## config.mk

```make
export PLATFORM = sky130hd
export DESIGN_NAME = antialiased_glyph_renderer
export DESIGN_NICKNAME = d
export VERILOG_FILES = /design/src/rtl/core/agr_pkg.sv /design/src/rtl/core/antialiased_glyph_renderer.sv /design/src/rtl/core/agr_front.sv /design/src/rtl/core/agr_workq.sv /design/src/rtl/core/agr_back.sv
export SDC_FILE = /design/constraint.sdc
export NUM_CORES = 1
export LEC_CHECK = 0
export BUFFER_PORTS_ARGS = -buffer_cell sky130_fd_sc_hd__buf_2
export CORE_UTILIZATION = 56
export DETAILED_ROUTE_END_ITERATION = 7
export PLACE_DENSITY = 0.77
export SYNTH_ARGS = -nofsm -noshare
export SYNTH_HDL_FRONTEND = slang
export SYNTH_SLANG_ARGS = --single-unit
```

## constraint.sdc

```tcl
create_clock -name clock -period 5 [get_ports clock]
set_clock_uncertainty 0.2 [all_clocks]
set_input_delay 0.25 -clock clock [delete_from_list [all_inputs] [get_ports clock]]
set_output_delay 0.25 -clock clock [all_outputs]
set_load 0.005 [all_outputs]
```

## src/rtl/core/agr_pkg.sv

```systemverilog
// shared types, codes and blend helpers for the glyph renderer
package agr_pkg;

   localparam logic [1:0] CMD_START  = 2'd0;
   localparam logic [1:0] CMD_CHAR   = 2'd1;
   localparam logic [1:0] CMD_HEADER = 2'd2;
   localparam logic [1:0] CMD_DATA   = 2'd3;

   localparam logic [1:0] KIND_FETCH  = 2'd0;
   localparam logic [1:0] KIND_WINDOW = 2'd1;
   localparam logic [1:0] KIND_PIXEL  = 2'd2;

   localparam int WQ_DEPTH   = 2;
   localparam int WQ_AW      = $clog2(WQ_DEPTH);
   localparam int WQ_CW      = $clog2(WQ_DEPTH + 1);
   localparam int OUTQ_DEPTH = 4;
   localparam int OUTQ_AW    = $clog2(OUTQ_DEPTH);
   localparam int OUTQ_CW    = $clog2(OUTQ_DEPTH + 1);

   // x / 15 as (x * 2185) >> 15, exact for x below 1024
   localparam logic [11:0] DIV15_MUL   = 12'd2185;
   localparam int          DIV15_SHIFT = 15;
   localparam logic [3:0]  COV_FULL    = 4'd15;

   typedef enum logic [1:0] {
      WORK_FETCH,
      WORK_WINDOW,
      WORK_PIXELS
   } work_op_type;

   typedef struct packed {
      logic [15:0] fg_color;
      logic [15:0] bg_color;
      logic [7:0]  origin_x;
      logic [7:0]  baseline_y;
      logic [1:0]  font_select;
   } csr_type;

   typedef struct packed {
      work_op_type op;
      logic [6:0]  glyph_index;
      logic        font_id;
      logic [7:0]  win_x;
      logic [7:0]  win_y;
      logic [7:0]  win_w;
      logic [7:0]  win_h;
      logic [7:0]  data_byte;
      logic        pix_two;
      logic        pix_last;
   } work_type;

   typedef struct packed {
      logic [1:0]  kind;
      logic [6:0]  glyph_index;
      logic        font_id;
      logic [7:0]  win_x;
      logic [7:0]  win_y;
      logic [7:0]  win_w;
      logic [7:0]  win_h;
      logic [15:0] pixel;
      logic        last;
   } rsp_type;

   function automatic logic [9:0] chan_sum(input logic [5:0] fg_chan,
                                           input logic [5:0] bg_chan,
                                           input logic [3:0] cov);
      logic [3:0] inv;
      inv = COV_FULL - cov;
      return ({4'd0, fg_chan} * {6'd0, cov}) + ({4'd0, bg_chan} * {6'd0, inv});
   endfunction

   function automatic logic [5:0] div15(input logic [9:0] sum);
      logic [21:0] prod;
      prod = {12'd0, sum} * {10'd0, DIV15_MUL};
      return prod[DIV15_SHIFT +: 6];
   endfunction

endpackage

```

## src/rtl/core/antialiased_glyph_renderer.sv

```systemverilog
// text to rgb565 renderer: fetch requests, glyph windows and blended pixels
// path: a request is accepted, reaches the work queue, is issued to the
//   blend stage and lands in the result queue
// throughput: one result per cycle from the back end while the result queue
//   has room; data requests give two pixels (one if one is left), others one
// reset: synchronous; queues empty, pen and pixel count zero, registers at defaults
module antialiased_glyph_renderer (
   input  logic         clock,
   input  logic         reset,

   input  logic         csr_we,
   input  logic [2:0]   csr_index,
   input  logic [15:0]  csr_wdata,

   input  logic         req_push,
   output logic         req_full,
   input  logic [1:0]   req_cmd,
   input  logic [7:0]   req_char_code,
   input  logic [7:0]   req_glyph_width,
   input  logic [7:0]   req_glyph_height,
   input  logic [7:0]   req_advance,
   input  logic [7:0]   req_bearing_x,
   input  logic [7:0]   req_bearing_y,
   input  logic [7:0]   req_data_byte,

   output logic         rsp_empty,
   input  logic         rsp_pop,
   output logic [1:0]   rsp_kind,
   output logic [6:0]   rsp_glyph_index,
   output logic         rsp_font_id,
   output logic [7:0]   rsp_win_x,
   output logic [7:0]   rsp_win_y,
   output logic [7:0]   rsp_win_w,
   output logic [7:0]   rsp_win_h,
   output logic [15:0]  rsp_pixel,
   output logic         rsp_last
);

   localparam logic [2:0] CSR_FG_COLOR    = 3'd0;
   localparam logic [2:0] CSR_BG_COLOR    = 3'd1;
   localparam logic [2:0] CSR_ORIGIN_X    = 3'd2;
   localparam logic [2:0] CSR_BASELINE_Y  = 3'd3;
   localparam logic [2:0] CSR_FONT_SELECT = 3'd4;

   agr_pkg::csr_type   csr_ff, csr_in;
   logic               wq_push;
   agr_pkg::work_type  wq_data;
   logic               wq_full;
   logic               wq_valid;
   agr_pkg::work_type  wq_head;
   logic               wq_pop;
   agr_pkg::rsp_type   rsp;

   always_comb begin
      csr_in = csr_ff;
      if (csr_we) begin
         unique case (csr_index)
            CSR_FG_COLOR:    csr_in.fg_color    = csr_wdata;
            CSR_BG_COLOR:    csr_in.bg_color    = csr_wdata;
            CSR_ORIGIN_X:    csr_in.origin_x    = csr_wdata[7:0];
            CSR_BASELINE_Y:  csr_in.baseline_y  = csr_wdata[7:0];
            CSR_FONT_SELECT: csr_in.font_select = csr_wdata[1:0];
            default: begin
            end
         endcase
      end
   end

   always_ff @(posedge clock) begin
      if (reset) begin
         csr_ff.fg_color    <= 16'hFFFF;
         csr_ff.bg_color    <= 16'h0000;
         csr_ff.origin_x    <= 8'd0;
         csr_ff.baseline_y  <= 8'd0;
         csr_ff.font_select <= 2'd0;
      end else begin
         csr_ff <= csr_in;
      end
   end

   agr_front u_front (
      .clock            (clock),
      .reset            (reset),
      .csr              (csr_ff),
      .req_push         (req_push),
      .wq_full          (wq_full),
      .req_cmd          (req_cmd),
      .req_char_code    (req_char_code),
      .req_glyph_width  (req_glyph_width),
      .req_glyph_height (req_glyph_height),
      .req_advance      (req_advance),
      .req_bearing_x    (req_bearing_x),
      .req_bearing_y    (req_bearing_y),
      .req_data_byte    (req_data_byte),
      .wq_push          (wq_push),
      .wq_data          (wq_data)
   );

   agr_workq u_workq (
      .clock     (clock),
      .reset     (reset),
      .push      (wq_push),
      .push_data (wq_data),
      .pop       (wq_pop),
      .full      (wq_full),
      .valid     (wq_valid),
      .head      (wq_head)
   );

   agr_back u_back (
      .clock     (clock),
      .reset     (reset),
      .csr       (csr_ff),
      .wq_valid  (wq_valid),
      .wq_head   (wq_head),
      .wq_pop    (wq_pop),
      .rsp_pop   (rsp_pop),
      .rsp_empty (rsp_empty),
      .rsp       (rsp)
   );

   assign req_full        = wq_full;
   assign rsp_kind        = rsp.kind;
   assign rsp_glyph_index = rsp.glyph_index;
   assign rsp_font_id     = rsp.font_id;
   assign rsp_win_x       = rsp.win_x;
   assign rsp_win_y       = rsp.win_y;
   assign rsp_win_w       = rsp.win_w;
   assign rsp_win_h       = rsp.win_h;
   assign rsp_pixel       = rsp.pixel;
   assign rsp_last        = rsp.last;

endmodule

```

## src/rtl/core/agr_front.sv

```systemverilog
// front end: filters requests, tracks pen and pixel count, emits work entries
module agr_front (
   input  logic               clock,
   input  logic               reset,
   input  agr_pkg::csr_type   csr,
   input  logic               req_push,
   input  logic               wq_full,
   input  logic [1:0]         req_cmd,
   input  logic [7:0]         req_char_code,
   input  logic [7:0]         req_glyph_width,
   input  logic [7:0]         req_glyph_height,
   input  logic [7:0]         req_advance,
   input  logic [7:0]         req_bearing_x,
   input  logic [7:0]         req_bearing_y,
   input  logic [7:0]         req_data_byte,
   output logic               wq_push,
   output agr_pkg::work_type  wq_data
);

   localparam logic [7:0] CHAR_SPACE      = 8'h20;
   localparam logic [7:0] CHAR_TILDE      = 8'h7E;
   localparam logic [7:0] CHAR_LEAD_MIN   = 8'hC0;
   localparam logic [7:0] CHAR_UNDERSCORE = 8'h5F;

   logic [7:0]  pen_x_ff, pen_x_in;
   logic [15:0] pixels_left_ff, pixels_left_in;
   logic        aborted_ff, aborted_in;

   logic        accept;
   logic        char_print;
   logic        char_lead;
   logic [7:0]  char_mapped;
   logic [7:0]  char_offset;
   logic [15:0] glyph_area;

   always_comb begin
      accept      = req_push && !wq_full;
      char_print  = (req_char_code >= CHAR_SPACE) && (req_char_code <= CHAR_TILDE);
      char_lead   = req_char_code >= CHAR_LEAD_MIN;
      char_mapped = char_print ? req_char_code : CHAR_UNDERSCORE;
      char_offset = char_mapped - CHAR_SPACE;
      glyph_area  = {8'd0, req_glyph_width} * {8'd0, req_glyph_height};

      pen_x_in       = pen_x_ff;
      pixels_left_in = pixels_left_ff;
      aborted_in     = aborted_ff;
      wq_push        = 1'b0;
      wq_data        = '0;

      if (accept) begin
         unique case (req_cmd)
            agr_pkg::CMD_START: begin
               pen_x_in       = csr.origin_x;
               pixels_left_in = '0;
               aborted_in     = 1'b0;
            end
            agr_pkg::CMD_CHAR: begin
               if (!aborted_ff && (char_print || char_lead)) begin
                  if (csr.font_select[1]) begin
                     aborted_in = 1'b1;
                  end else begin
                     wq_push             = 1'b1;
                     wq_data.op          = agr_pkg::WORK_FETCH;
                     wq_data.glyph_index = char_offset[6:0];
                     wq_data.font_id     = csr.font_select[0];
                  end
               end
            end
            agr_pkg::CMD_HEADER: begin
               if (!aborted_ff) begin
                  if ((req_glyph_width != 8'd0) && (req_glyph_height != 8'd0)) begin
                     wq_push        = 1'b1;
                     wq_data.op     = agr_pkg::WORK_WINDOW;
                     wq_data.win_x  = pen_x_ff + req_bearing_x;
                     wq_data.win_y  = csr.baseline_y - req_bearing_y;
                     wq_data.win_w  = req_glyph_width;
                     wq_data.win_h  = req_glyph_height;
                     pixels_left_in = glyph_area;
                  end else begin
                     pixels_left_in = '0;
                  end
                  pen_x_in = pen_x_ff + req_advance;
               end
            end
            agr_pkg::CMD_DATA: begin
               if (!aborted_ff && (pixels_left_ff != 16'd0)) begin
                  wq_push           = 1'b1;
                  wq_data.op        = agr_pkg::WORK_PIXELS;
                  wq_data.data_byte = req_data_byte;
                  wq_data.pix_two   = pixels_left_ff != 16'd1;
                  wq_data.pix_last  = pixels_left_ff == 16'd2;
                  pixels_left_in    = (pixels_left_ff != 16'd1) ?
                                      pixels_left_ff - 16'd2 : 16'd0;
               end
            end
            default: begin
            end
         endcase
      end
   end

   always_ff @(posedge clock) begin
      if (reset) begin
         pen_x_ff       <= '0;
         pixels_left_ff <= '0;
         aborted_ff     <= 1'b0;
      end else begin
         pen_x_ff       <= pen_x_in;
         pixels_left_ff <= pixels_left_in;
         aborted_ff     <= aborted_in;
      end
   end

endmodule

```

## src/rtl/core/agr_workq.sv

```systemverilog
// short queue of work entries between front and back
module agr_workq (
   input  logic               clock,
   input  logic               reset,
   input  logic               push,
   input  agr_pkg::work_type  push_data,
   input  logic               pop,
   output logic               full,
   output logic               valid,
   output agr_pkg::work_type  head
);

   agr_pkg::work_type             entry_ff [agr_pkg::WQ_DEPTH];
   logic [agr_pkg::WQ_AW-1:0]     wr_ptr_ff, wr_ptr_in;
   logic [agr_pkg::WQ_AW-1:0]     rd_ptr_ff, rd_ptr_in;
   logic [agr_pkg::WQ_CW-1:0]     count_ff, count_in;
   logic                          do_push;
   logic                          do_pop;

   always_comb begin
      full      = count_ff == agr_pkg::WQ_CW'(agr_pkg::WQ_DEPTH);
      valid     = count_ff != '0;
      head      = entry_ff[rd_ptr_ff];
      do_push   = push && !full;
      do_pop    = pop && valid;
      wr_ptr_in = do_push ? wr_ptr_ff + 1'b1 : wr_ptr_ff;
      rd_ptr_in = do_pop ? rd_ptr_ff + 1'b1 : rd_ptr_ff;
      count_in  = count_ff + agr_pkg::WQ_CW'(do_push) - agr_pkg::WQ_CW'(do_pop);
   end

   always_ff @(posedge clock) begin
      if (reset) begin
         wr_ptr_ff <= '0;
         rd_ptr_ff <= '0;
         count_ff  <= '0;
      end else begin
         wr_ptr_ff <= wr_ptr_in;
         rd_ptr_ff <= rd_ptr_in;
         count_ff  <= count_in;
      end
   end

   always_ff @(posedge clock) begin
      if (do_push) begin
         entry_ff[wr_ptr_ff] <= push_data;
      end
   end

endmodule

```

## src/rtl/core/agr_back.sv

```systemverilog
// back end: expands work entries into results, blends pixels, result queue
module agr_back (
   input  logic               clock,
   input  logic               reset,
   input  agr_pkg::csr_type   csr,
   input  logic               wq_valid,
   input  agr_pkg::work_type  wq_head,
   output logic               wq_pop,
   input  logic               rsp_pop,
   output logic               rsp_empty,
   output agr_pkg::rsp_type   rsp
);

   logic                          phase_ff, phase_in;
   logic                          s1_valid_ff;
   agr_pkg::rsp_type              s1_rsp_ff, s1_rsp_in;
   logic [9:0]                    s1_sum_r_ff, s1_sum_g_ff, s1_sum_b_ff;
   logic [9:0]                    sum_r, sum_g, sum_b;

   agr_pkg::rsp_type              outq_ff [agr_pkg::OUTQ_DEPTH];
   logic [agr_pkg::OUTQ_AW-1:0]   wr_ptr_ff, wr_ptr_in;
   logic [agr_pkg::OUTQ_AW-1:0]   rd_ptr_ff, rd_ptr_in;
   logic [agr_pkg::OUTQ_CW-1:0]   count_ff, count_in;
   logic [agr_pkg::OUTQ_CW:0]     occupancy;

   logic                          issue;
   logic                          pair;
   logic [3:0]                    cov;
   logic [5:0]                    div_r, div_g, div_b;
   agr_pkg::rsp_type              s2_rsp;
   logic                          out_pop;

   // issue one result per cycle while the result queue has room
   always_comb begin
      occupancy = {1'b0, count_ff} + {{agr_pkg::OUTQ_CW{1'b0}}, s1_valid_ff};
      issue     = wq_valid && (occupancy < (agr_pkg::OUTQ_CW + 1)'(agr_pkg::OUTQ_DEPTH));
      pair      = (wq_head.op == agr_pkg::WORK_PIXELS) && wq_head.pix_two;
      cov       = phase_ff ? wq_head.data_byte[3:0] : wq_head.data_byte[7:4];
      wq_pop    = issue && (!pair || phase_ff);
      phase_in  = (issue && pair) ? !phase_ff : phase_ff;

      sum_r = agr_pkg::chan_sum({1'b0, csr.fg_color[15:11]}, {1'b0, csr.bg_color[15:11]}, cov);
      sum_g = agr_pkg::chan_sum(csr.fg_color[10:5], csr.bg_color[10:5], cov);
      sum_b = agr_pkg::chan_sum({1'b0, csr.fg_color[4:0]}, {1'b0, csr.bg_color[4:0]}, cov);

      s1_rsp_in = '0;
      unique case (wq_head.op)
         agr_pkg::WORK_FETCH: begin
            s1_rsp_in.kind        = agr_pkg::KIND_FETCH;
            s1_rsp_in.glyph_index = wq_head.glyph_index;
            s1_rsp_in.font_id     = wq_head.font_id;
         end
         agr_pkg::WORK_WINDOW: begin
            s1_rsp_in.kind  = agr_pkg::KIND_WINDOW;
            s1_rsp_in.win_x = wq_head.win_x;
            s1_rsp_in.win_y = wq_head.win_y;
            s1_rsp_in.win_w = wq_head.win_w;
            s1_rsp_in.win_h = wq_head.win_h;
         end
         agr_pkg::WORK_PIXELS: begin
            s1_rsp_in.kind = agr_pkg::KIND_PIXEL;
            s1_rsp_in.last = wq_head.pix_two ? (phase_ff && wq_head.pix_last) : 1'b1;
         end
         default: begin
         end
      endcase
   end

   // divide by 15 and pack the pixel
   always_comb begin
      div_r  = agr_pkg::div15(s1_sum_r_ff);
      div_g  = agr_pkg::div15(s1_sum_g_ff);
      div_b  = agr_pkg::div15(s1_sum_b_ff);
      s2_rsp = s1_rsp_ff;
      if (s1_rsp_ff.kind == agr_pkg::KIND_PIXEL) begin
         s2_rsp.pixel = {div_r[4:0], div_g, div_b[4:0]};
      end
   end

   always_comb begin
      rsp_empty = count_ff == '0;
      rsp       = outq_ff[rd_ptr_ff];
      out_pop   = rsp_pop && !rsp_empty;
      wr_ptr_in = s1_valid_ff ? wr_ptr_ff + 1'b1 : wr_ptr_ff;
      rd_ptr_in = out_pop ? rd_ptr_ff + 1'b1 : rd_ptr_ff;
      count_in  = count_ff + agr_pkg::OUTQ_CW'(s1_valid_ff) - agr_pkg::OUTQ_CW'(out_pop);
   end

   always_ff @(posedge clock) begin
      if (reset) begin
         phase_ff    <= 1'b0;
         s1_valid_ff <= 1'b0;
         wr_ptr_ff   <= '0;
         rd_ptr_ff   <= '0;
         count_ff    <= '0;
      end else begin
         phase_ff    <= phase_in;
         s1_valid_ff <= issue;
         wr_ptr_ff   <= wr_ptr_in;
         rd_ptr_ff   <= rd_ptr_in;
         count_ff    <= count_in;
      end
   end

   always_ff @(posedge clock) begin
      if (issue) begin
         s1_rsp_ff   <= s1_rsp_in;
         s1_sum_r_ff <= sum_r;
         s1_sum_g_ff <= sum_g;
         s1_sum_b_ff <= sum_b;
      end
      if (s1_valid_ff) begin
         outq_ff[wr_ptr_ff] <= s2_rsp;
      end
   end

`ifndef SYNTHESIS
   assert property (@(posedge clock) disable iff (reset)
      count_ff <= agr_pkg::OUTQ_CW'(agr_pkg::OUTQ_DEPTH))
      else $error("result queue count out of range");

   assert property (@(posedge clock) disable iff (reset)
      s1_valid_ff |-> (count_ff < agr_pkg::OUTQ_CW'(agr_pkg::OUTQ_DEPTH)))
      else $error("blend stage result has no reserved slot");

   assert property (@(posedge clock) disable iff (reset)
      phase_ff |-> (wq_valid && (wq_head.op == agr_pkg::WORK_PIXELS) && wq_head.pix_two))
      else $error("second pixel phase without a pixel pair at queue head");

   assert property (@(posedge clock) disable iff (reset)
      (wq_pop && (wq_head.op == agr_pkg::WORK_PIXELS) && wq_head.pix_two) |-> phase_ff)
      else $error("pixel pair popped before its second pixel");
`endif

endmodule
```

==> results of run 1 <==
==> sequential cells by signal, summed over array words and instances, names as in the netlist, named ones only <==
name                    cells
u_back.count_ff             3
u_back.rd_ptr_ff            2
u_back.wr_ptr_ff            2
u_back.s1_rsp_ff           43
u_workq.rd_ptr_ff           1
u_workq.wr_ptr_ff           1
u_workq.entry_ff          104
u_front.pen_x_ff            8
u_back.phase_ff             1
u_front.pixels_left_ff     16
csr_ff                     50
u_back.s1_sum_g_ff         10
u_back.s1_valid_ff          1
u_workq.count_ff            2
u_back.s1_sum_b_ff         10
u_back.outq_ff            236
u_back.s1_sum_r_ff         10
u_front.aborted_ff          1
==> worst paths after layout <==
path	depth (start not counted)	startpoint	slack, ns	end
worst max-delay path	17	u_workq.entry_ff[0][5]$_DFFE_PP_	0.01	u_back.s1_sum_r_ff[8]$_DFFE_PP_
worst min-delay path	6	req_advance[2]	0.06	u_front.pen_x_ff[3]$_SDFFE_PP0P_
worst max register to register	17	u_workq.entry_ff[0][5]$_DFFE_PP_	0.01	u_back.s1_sum_r_ff[8]$_DFFE_PP_
worst min register to register	2	csr_ff[12]$_SDFFE_PP0P_	0.25	u_front.pen_x_ff[2]$_SDFFE_PP0P_
==> area by class of cell <==
type,instances,share of cell area
Sequential cell,504,0.423
Multi-Input combinational cell,1444,0.405
Timing Repair Buffer,279,0.0604
Clock buffer,58,0.0400
Inverter,281,0.0314
Tap cell,672,0.0250
Clock inverter,37,0.0151
==> stage by stage <==
stage	power (uW)	util	std cells	setup TNS, ns	setup WS [ns]
after floorplan	14000	-	2301	-0.00918	-0.00918
after global placement	16300	0.605	3086	-0.107	-0.0480
after CTS	21300	0.661	3266	-0.0629	-0.0388
after detailed placement	16800	0.605	3086	-0.806	-0.164
final	21900	0.667	3275	0	0.0106
after global routing	23700	0.667	3275	-0.641	-0.158
==> layer usage <==
layer | wire, um | GRT usage
met1 | 27200 | 0.338
met2 | 29400 | 0.392
met3 | 3930 | 0.0297
met4 | 1540 | 0.0749
met5 | 43 | 0
==> cells by family (layout without fill, tap and decap cells) <==
logic type,count (synthesis),after routing,synth area share
AOI/OAI and AO/OA,241,241,0.0561
xor gates and xnor gates,59,59,0.0180
adders and majority gates,387,387,0.205
buffers and inverters,355,655,0.0465
DFF,504,504,0.495
muxes,115,117,0.0676
other,1,3,0.000130
and+or+nand+nor,637,637,0.112
==> cells in the final DEF, fill, tap and decap left out, types with 9 or more instances in the layout <==
master	count
edfxtp_1	413
inv_1	273
ha_1	237
nand2_1	161
buf_2	142
fa_1	135
nor2_1	131
and2_1	127
dfxtp_1	87
a21oi_1	67
mux4_2	65
dlygate4sd3_1	62
buf_4	57
clkbuf_16	53
mux2i_1	48
nor2b_1	44
xnor2_1	41
o21ai_0	31
nor3_1	30
o21a_1	24
nand3_1	23
nand2b_1	22
xor2_1	18
a21o_1	16
buf_6	13
nand2b_4	12
nor4_1	11
a31oi_1	11
or3_1	10
and3_1	9
bufinv_16	9
==> what timing repair did <==
item | in CTS | in global routing
pin swaps | 22 | 47
gates cloned | 4 | 1
hold endpoints to repair | 126 | 0
buffers inserted | 19 | 8
endpoints found under the setup margin | 9 | 13
resized for setup | 25 | 56
hold buffers | 62 | 0
==> worst max-delay path, delay by kind of cell, from the launching register on <==
family                     cells  cell delay, ns
buffers and inverters          4            0.33
muxes                          1            0.58
xor gates and xnor gates       1            0.14
DFF                            1            0.45
adders and majority gates      5            2.32
AOI/OAI and AO/OA              3            0.38
and+or+nand+nor                3            0.34
==> where the power goes <==
group	switching, uW	internal, uW
registers	546	5760
clock network	1670	2430
logic	6000	5460
==> out/metrics.csv, run 1 <==
stage,metric,value,unit
timing,Final Max Slew Viols,0,
critical_path,CP Capture Type,flop,
placement,number of port buffers,142,
cells_and_area,Reg area,0.0142,mm2
timing,endpoints failing hold,0,
floorplan,Ports,143,
logic_synthesis,register area share after synthesis,0.495,
critical_path,Required @ worst endpoint,5.13,ns
placement,dpl hpwl,42.2,mm
power_and_ir_drop,maximum VDD drop,0.000419,V
cells_and_area,Antenna Cells,0,
clock_tree,TritonCTS clock tree,yes,
clock_tree,clock root buffer,clkbuf_16,
timing,Tcrit/Tclk final,0.998,
hold_path,HP Class,in2reg,
timing,hold slack,0.0596,ns
cells_and_area,Filler cells,3486,
logic_synthesis,Yosys cell types,68,
critical_path,"most used cell, CP",fa_1,
cells_and_area,design area,0.0336,mm2
logic_synthesis,"Async S/R FF share, synth",0,
grt,first-pass GRT wire length,99.2,mm
grt,initial antenna violation count,3,
cells_and_area,Nets,3030,
power_and_ir_drop,static leakage,0.0138,uW
floorplan,die width,229,um
logic_synthesis,"Avg Cell Area, Syn",12.5,um2
timing,Fmax,0.200,GHz
critical_path,crit path DAT,5.12,ns
critical_path,"Cell Chain, Critical Path",mux4_2 -> buf_6 -> and2_4 -> fa_1 -> inv_1 -> fa_1 -> fa_1 -> inv_1 -> fa_1 -> inv_1 -> fa_2 -> nor2b_2 -> o21ai_2 -> a21boi_2 -> o21a_1 -> nor2_1 -> xnor2_1,
placement,GPL Wtd Cong,0.876,
logic_synthesis,"top cells by count, synth","edfxtp_1, inv_1, ha_1",
detailed_routing,DR vias/cell,5.65,
cells_and_area,multi-input logic area,0.0136,mm2
detailed_routing,routed via count,18500,
timing,Worst slew margin,0.251,
logic_synthesis,most common cell in the netlist,edfxtp_1,
detailed_routing,drt total wl,62.1,mm
grt,total global-route track usage,0.240,
outcome,outcome,finished clean,
critical_path,CP startpoint kind,flop,
critical_path,Crit-path slowest cell,mux4_2,
logic_synthesis,Synth top area share,0.431,
grt,grt ovf,0,
critical_path,CP max stage delay,0.58,ns
logic_synthesis,Synth Register Bits,504,
timing,minimum clock period,4.99,ns
critical_path,Max Fanout on Critical Path,3,
timing,setup violators final,0,
detailed_routing,WL/cell,19.0,um
cells_and_area,P&R area growth vs syn,16.9,%
timing,RSZ-0062 raised after global routing,yes,
detailed_routing,Starting DRT DRC Count,1298,
logic_synthesis,yosys warns,0,
logic_synthesis,Synth area leader,edfxtp_1,
floorplan,die height,229,um
timing,worst slew pin tran,1.12,ns
detailed_routing,DRC Markers,0,
logic_synthesis,synthesized cell area,0.0288,mm2
clock_tree,clock sinks,504,
floorplan,core box area,0.0504,mm2
power_and_ir_drop,Pwr per Cell Area,650,mW/mm2
job,max_cap viols,0,
logic_synthesis,ys flop type,edfxtp_1,
clock_tree,Num CTS Buffers,51,
detailed_routing,Final ANT Viol Nets,0,
critical_path,CP Class,reg2reg,
cells_and_area,share of cells above drive strength 1,0.175,
logic_synthesis,cell count after synthesis,2299,
clock_tree,"CTS clk-pin slew, worst paths",0.06,ns
logic_synthesis,number of synthesized flops with an enable pin,413,
clock_tree,H-Tree Depth,2,
floorplan,Starting Density,0.571,
clock_tree,later-pin clock latency in the skew report,0.62,ns
floorplan,Die ar.,0.0523,mm2
clock_tree,Max clock buf depth,3,
floorplan,Std-Cell Rows,82,
grt,largest net degree at the start of global routing,73,
logic_synthesis,"top cells by area, synth","edfxtp_1, ha_1, fa_1",
placement,Post-DP Area,0.0305,mm2
detailed_routing,DRT Pass-1 Iters,6,
grt,vias in the first global route,19000,
Note: power is estimated with default switching activity, not from simulation.
==> inputs of run 2 (changes only) <==
--- a/config.mk
+++ b/config.mk
@@ -6,9 +6,10 @@
 export NUM_CORES = 1
 export LEC_CHECK = 0
 export BUFFER_PORTS_ARGS = -buffer_cell sky130_fd_sc_hd__buf_2
-export CORE_UTILIZATION = 56
+export CORE_UTILIZATION = 60
 export DETAILED_ROUTE_END_ITERATION = 7
-export PLACE_DENSITY = 0.77
+export PLACE_DENSITY = 0.78
+export SLEW_MARGIN = 20
 export SYNTH_ARGS = -nofsm -noshare
 export SYNTH_HDL_FRONTEND = slang
 export SYNTH_SLANG_ARGS = --single-unit
==> constraint.sdc (replaced) <==
create_clock -name clock -period 5.17 [get_ports clock]
set_clock_uncertainty 0.2 [all_clocks]
set_input_delay 0.2585 -clock clock [delete_from_list [all_inputs] [get_ports clock]]
set_output_delay 0.2585 -clock clock [all_outputs]
set_load 0.005 [all_outputs]
==> run 2 against run 1 <==
Net effect: the run now ends with DRC left; sequential power fell by 3.6%; register-to-register slack better by 0.05 ns; combinational power decreased by 5%; routed wire length is 1.8% lower; non-clock buffer count is 18 lower; cell count fell by 2.6%; cell area down 1.6%; clock power is 10% lower; sequential share of layout area up 0.67 points; critical path depth unchanged; utilization is 3.8 points higher; critical path type unchanged.
==> out/metrics.csv, run 2 (synthesis gave the netlist of run 1 again) <==
stage,metric,value,unit
outcome,outcome,finished with violations,
outcome,violated checks,DRC,
timing,worst slew pin tran,1.03,ns
cells_and_area,"commonest non-fill, non-tap cell in the layout",edfxtp_1,
power_and_ir_drop,static leakage,0.0136,uW
cells_and_area,Layout Utilization,0.705,
grt,first-pass GRT wire length,97.6,mm
hold_path,hold path startpoint,rsp_pop,
critical_path,CP Class,reg2reg,
critical_path,worst reg2reg endpoint,u_back.s1_sum_b_ff[8]$_DFFE_PP_,
placement,dpl hpwl,42.2,mm
timing,Tcrit/Tclk final,0.989,
clock_tree,Num CTS Buffers,50,
floorplan,die height,221,um
floorplan,Ports,143,
clock_tree,clock sinks,504,
timing,endpoints failing hold,0,
timing,final setup TNS,0,ns
critical_path,crit path DAT,5.25,ns
critical_path,Reg2Reg Setup Slack,0.06,ns
power_and_ir_drop,maximum VDD drop,0.000441,V
cells_and_area,Nets,3010,
clock_tree,later-pin clock latency in the skew report,0.62,ns
cells_and_area,P&R area growth vs syn,15.1,%
hold_path,Hold Crit Depth,4,
floorplan,Die ar.,0.0488,mm2
detailed_routing,Final ANT Viol Nets,0,
detailed_routing,DRT Pass-1 Iters,8,
detailed_routing,drt total wl,61.0,mm
job,max_cap viols,0,
timing,Worst slew margin,0.315,
cells_and_area,Filler cells,3157,
floorplan,Starting Density,0.612,
detailed_routing,routed via count,18100,
grt,grt ovf,0,
cells_and_area,design area,0.0331,mm2
hold_path,Worst Hold End,u_back.rd_ptr_ff[0]$_SDFFE_PP0P_,
power_and_ir_drop,Final Power,20700,uW
cells_and_area,share of cells above drive strength 1,0.162,
timing,minimum clock period,5.11,ns
power_and_ir_drop,Pwr per Cell Area,625,mW/mm2
hold_path,HP Class,in2reg,
timing,hold slack,0.0212,ns
cells_and_area,Reg area,0.0142,mm2
cells_and_area,max reg flops,236,
floorplan,core box area,0.0470,mm2
clock_tree,Max clock buf depth,3,
critical_path,CP startpoint kind,flop,
placement,number of port buffers,142,
grt,total global-route track usage,0.253,
grt,vias in the first global route,18600,
cells_and_area,biggest regs,"u_back.outq_ff x236, u_workq.entry_ff x104, csr_ff x50",
timing,Fmax,0.196,GHz
grt,largest net degree at the start of global routing,73,
detailed_routing,DR vias/cell,5.69,
critical_path,Max Fanout on Critical Path,5,
detailed_routing,DRC Markers,12,
cells_and_area,most frequent cells in the layout,"edfxtp_1, inv_1, ha_1",
clock_tree,H-Tree Depth,2,
cells_and_area,multi-input logic area,0.0135,mm2
cells_and_area,register with the most flip-flops,u_back.outq_ff,
critical_path,R2R cell count,17,
floorplan,die width,221,um
placement,GPL Wtd Cong,0.853,
clock_tree,TritonCTS clock tree,yes,
placement,Post-DP Area,0.0302,mm2
floorplan,Std-Cell Rows,79,
critical_path,CP Capture Type,flop,
detailed_routing,WL/cell,19.1,um
timing,Final Max Slew Viols,0,
critical_path,Required @ worst endpoint,5.30,ns
timing,setup violators final,0,
clock_tree,"CTS clk-pin slew, worst paths",0.06,ns
clock_tree,clock root buffer,clkbuf_16,
grt,initial antenna violation count,2,
detailed_routing,Starting DRT DRC Count,1349,
==> run 2: cell types whose count changed in the layout (fill, tap and decap cells not counted), sizes merged <==
cell         previous run  this run
diode                   0         2
clkbuf                 59        61
buf                   215       199
dlygate4sd3            62        60
bufinv                  9         6
mux4                   65        64
clkinvlp                3         0
clkinv                 23        24
==> run 2: per-stage QoR <==
step	cells	setup WS, ns
6_report	3190	0.0558
5_1_grt	3190	-0.0625
4_1_cts	3174	-0.00323
3_5_place_dp	3012	-0.258
3_3_place_gp	3012	0.0419
2_1_floorplan	2301	0.00805
==> run 2: how the worst max path moves through the flow <==
stage	start	endpoint	slack, ns	depth (start not counted)
5_1_grt	flop	u_back.s1_sum_r_ff[9]$_DFFE_PP_	-0.06	16
6_report	flop	u_back.s1_sum_b_ff[8]$_DFFE_PP_	0.06	17
3_5_place_dp	u_back.phase_ff$_SDFFE_PP0P_	u_back.s1_sum_g_ff[9]$_DFFE_PP_	-0.26	17
4_1_cts	flop	u_back.s1_sum_b_ff[8]$_DFFE_PP_	-0.003	16
2_1_floorplan	flop	u_back.s1_sum_b_ff[8]$_DFFE_PP_	0.008	18
3_3_place_gp	flop	u_back.s1_sum_r_ff[8]$_DFFE_PP_	0.04	15
==> run 2: metal layers <==
| layer | part of all wire | GRT usage | vias up |
|---|---|---|---|
| li1 | - | - | 8531 |
| met2 | 0.47 | 0.409 | 545 |
| met1 | 0.45 | 0.357 | 8993 |
| met5 | 0 | 0 | - |
| met4 | 0.019 | 0.0699 | 0 |
| met3 | 0.062 | 0.0393 | 72 |
==> run 2: worst max-delay path, cell delays in order, from the launching register on <==
cell and delay (ns):
dfxtp_4 0.39, buf_6 0.12, mux4_2 0.60, buf_6 0.18, nand2b_4 0.14, fa_1 0.57
fa_1 0.44, fa_1 0.49, inv_1 0.05, fa_1 0.52, inv_1 0.06, fa_2 0.36
nor2b_2 0.15, o21ai_2 0.08, a21oi_2 0.15, o21a_1 0.17, nor2_2 0.05, xnor2_1 0.13
==> run 2: report_power, final <==
group | internal [uW] | switching [uW] | leakage (uW)
clock network | 2130 | 1560 | 0.000827
logic | 5080 | 5860 | 0.00816
registers | 5570 | 511 | 0.00457
==> run 2: repair_timing <==
action	4_1_cts	5_1_grt
buffers inserted	8	16
gates resized for setup	24	57
pin swaps	14	45
hold buffers	60	0
cloned	2	0
endpoints found under the hold margin	124	0
endpoints found under the setup margin	7	9
==> run 2: layout make-up <==
class	count	area share
Sequential cell	504	0.430
Tap cell	607	0.0229
Clock inverter	32	0.0116
Clock buffer	60	0.0395
Antenna cell	2	0.000151
Multi-Input combinational cell	1443	0.408
Inverter	281	0.0319
Timing Repair Buffer	261	0.0554
==> inputs of run 3 (changes only) <==
--- a/config.mk
+++ b/config.mk
@@ -8,7 +8,7 @@
 export BUFFER_PORTS_ARGS = -buffer_cell sky130_fd_sc_hd__buf_2
 export CORE_UTILIZATION = 60
 export DETAILED_ROUTE_END_ITERATION = 7
-export PLACE_DENSITY = 0.78
+export PLACE_DENSITY = 0.76
 export SLEW_MARGIN = 20
 export SYNTH_ARGS = -nofsm -noshare
 export SYNTH_HDL_FRONTEND = slang
==> run 3 against run 2 <==
Net effect: the flow still finishes with violations (DRC); register-to-register slack gained 0.08 ns; sequential power is essentially flat; cell count shrank 0.41%; global-route usage shrank 0.62 points; count of clock-buffer cells in the layout grew 4; first-iteration DRC count shrank 4.2%; routed wire length shrank 2.5%; total power shrank 1.5%; combinational power is essentially flat; largest power group unchanged; utilization shrank 0.32 points; worst setup slack gained 0.084 ns; hold slack gained 0.032 ns.
==> out/metrics.csv, run 3 (synthesis gave the netlist of run 1 again) <==
stage,metric,value,unit
critical_path,Crit-path slowest cell,fa_2,
floorplan,die width,221,um
timing,Tcrit/Tclk final,0.973,
clock_tree,Max clock buf depth,3,
job,max_cap viols,0,
critical_path,CP max stage delay,0.58,ns
clock_tree,TritonCTS clock tree,yes,
cells_and_area,P&R area growth vs syn,14.6,%
power_and_ir_drop,static leakage,0.0135,uW
grt,vias in the first global route,18700,
clock_tree,later-pin clock latency in the skew report,0.61,ns
cells_and_area,most frequent cells in the layout,"edfxtp_1, inv_1, ha_1",
clock_tree,H-Tree Depth,2,
placement,dpl hpwl,40.4,mm
critical_path,crit path DAT,5.16,ns
detailed_routing,DRT Pass-1 Iters,8,
floorplan,core box area,0.0470,mm2
cells_and_area,biggest regs,"u_back.outq_ff x236, u_workq.entry_ff x104, csr_ff x50",
critical_path,CP startpoint kind,flop,
outcome,violated checks,DRC,
timing,Fmax,0.199,GHz
floorplan,Std-Cell Rows,79,
clock_tree,"CTS clk-pin slew, worst paths",0.06,ns
critical_path,Reg2Reg Setup Slack,0.14,ns
placement,Inst Count DP,3008,
clock_tree,clock sinks,504,
timing,minimum clock period,5.03,ns
floorplan,Die ar.,0.0488,mm2
grt,first-pass GRT wire length,95.4,mm
critical_path,"most used cell, CP",fa_1,
placement,number of port buffers,142,
power_and_ir_drop,maximum VDD drop,0.000422,V
cells_and_area,Non-Filler Instances,3177,
critical_path,CP Capture Type,flop,
cells_and_area,"commonest non-fill, non-tap cell in the layout",edfxtp_1,
power_and_ir_drop,Pwr per Cell Area,619,mW/mm2
detailed_routing,WL/cell,18.7,um
timing,hold slack,0.0535,ns
detailed_routing,DR vias/cell,5.70,
cells_and_area,register with the most flip-flops,u_back.outq_ff,
floorplan,die height,221,um
critical_path,CP top delay family,adder cells,
detailed_routing,Starting DRT DRC Count,1293,
grt,grt ovf,0,
detailed_routing,Final ANT Viol Nets,0,
detailed_routing,drt total wl,59.4,mm
grt,total global-route track usage,0.246,
outcome,outcome,finished with violations,
timing,Final Max Slew Viols,0,
placement,GPL Wtd Cong,0.844,
cells_and_area,share of cells above drive strength 1,0.154,
floorplan,Ports,143,
clock_tree,Num CTS Buffers,49,
cells_and_area,max reg flops,236,
clock_tree,clock root buffer,clkbuf_16,
critical_path,Max Fanout on Critical Path,8,
timing,endpoints failing hold,0,
hold_path,HP Class,in2reg,
timing,Worst slew margin,0.276,
detailed_routing,DRC Markers,11,
critical_path,Required @ worst endpoint,5.30,ns
timing,setup violators final,0,
floorplan,Starting Density,0.612,
detailed_routing,routed via count,18100,
timing,worst slew pin tran,1.09,ns
critical_path,"Cell Chain, Critical Path",mux4_2 -> buf_6 -> nand2b_4 -> fa_2 -> fa_1 -> fa_1 -> inv_1 -> fa_1 -> ha_2 -> a21o_1 -> a21oi_4 -> nand2b_4 -> a21boi_1 -> o41ai_2 -> xnor2_1,
grt,largest net degree at the start of global routing,73,
critical_path,CP Class,reg2reg,
power_and_ir_drop,Final Power,20400,uW
grt,initial antenna violation count,6,
critical_path,sum of buffers and inverters on the critical path,2,
cells_and_area,Nets,2996,
==> run 3: changes by cell type in the layout (fill, tap and decap cells not counted), moves of 2 or more <==
cell / before / now
clkinvlp_4: 0 / 2
clkbuf_1: 8 / 10
a21oi_2: 1 / 3
inv_2: 11 / 1
mux4_2: 64 / 66
clkbuf_8: 2 / 5
buf_4: 45 / 38
buf_6: 10 / 5
clkinv_1: 10 / 4
a21boi_1: 1 / 3
inv_1: 270 / 280
==> run 3: area by class of cell <==
| class | count | area (um2) |
|---|---|---|
| diodes | 2 | 5.00 |
| clock buffers | 64 | 1330 |
| clock inverters | 28 | 345 |
| fillers | 3214 | 14000 |
| inverters | 281 | 1050 |
| multi-input cells | 1445 | 13600 |
| flip-flops and latches | 504 | 14200 |
| well taps | 607 | 759 |
| repair buffers | 246 | 1660 |
==> run 3: power breakdown <==
group	internal, uW	switching (uW)	total [uW]	leakage, uW
combinational	4950	5720	10700	0.00808
sequential	5570	498	6070	0.00457
clock	2100	1560	3660	0.000814
==> run 3: path summary, 6_finish.rpt <==
check	start	to	depth (start not counted)
worst max-delay path	flop	u_back.s1_sum_g_ff[9]$_DFFE_PP_	15
worst max register to register	flop	u_back.s1_sum_g_ff[9]$_DFFE_PP_	15
worst min-delay path	req_push	u_front.aborted_ff$_SDFFE_PP0P_	4
worst min register to register	csr_ff[10]$_SDFFE_PP0P_	csr_ff[10]$_SDFFE_PP0P_	2
==> run 3: layer usage <==
metal | vias to the layer above | wire [um] | GRT usage
met2 | 552 | 27800 | 0.399
met3 | 99 | 3530 | 0.0357
li1 | 8504 | - | -
met5 | - | 41 | 0
met4 | 6 | 1360 | 0.0738
met1 | 8939 | 26800 | 0.349
==> run 3: tightest hold or removal path, cell delays in order <==
cell and delay [ns]:
buf_2 0.11, nand2_1 0.21, nor3_1 0.09, o21a_1 0.15
==> run 3: repair_timing <==
item / CTS / global route
gates resized for setup: 9 / 50
hold endpoints to repair: 123 / 0
hold buffers: 61 / 0
endpoints found under the setup margin: 8 / 11
setup buffers: 2 / 10
pin swaps: 1 / 33
cloned: 3 / 0
==> run 3: stage by stage <==
stage | utilization | setup TNS [ns] | instance area [um2] | setup slack (ns)
6_report | 0.702 | 0 | 32900 | 0.140
3_5_place_dp | 0.644 | -0.751 | 30200 | -0.175
3_3_place_gp | 0.644 | -0.0275 | 30200 | -0.0175
2_1_floorplan | - | 0 | 28800 | 0.00805
4_1_cts | 0.695 | -0.00527 | 32600 | -0.00527
5_1_grt | 0.702 | -0.110 | 32900 | -0.0480
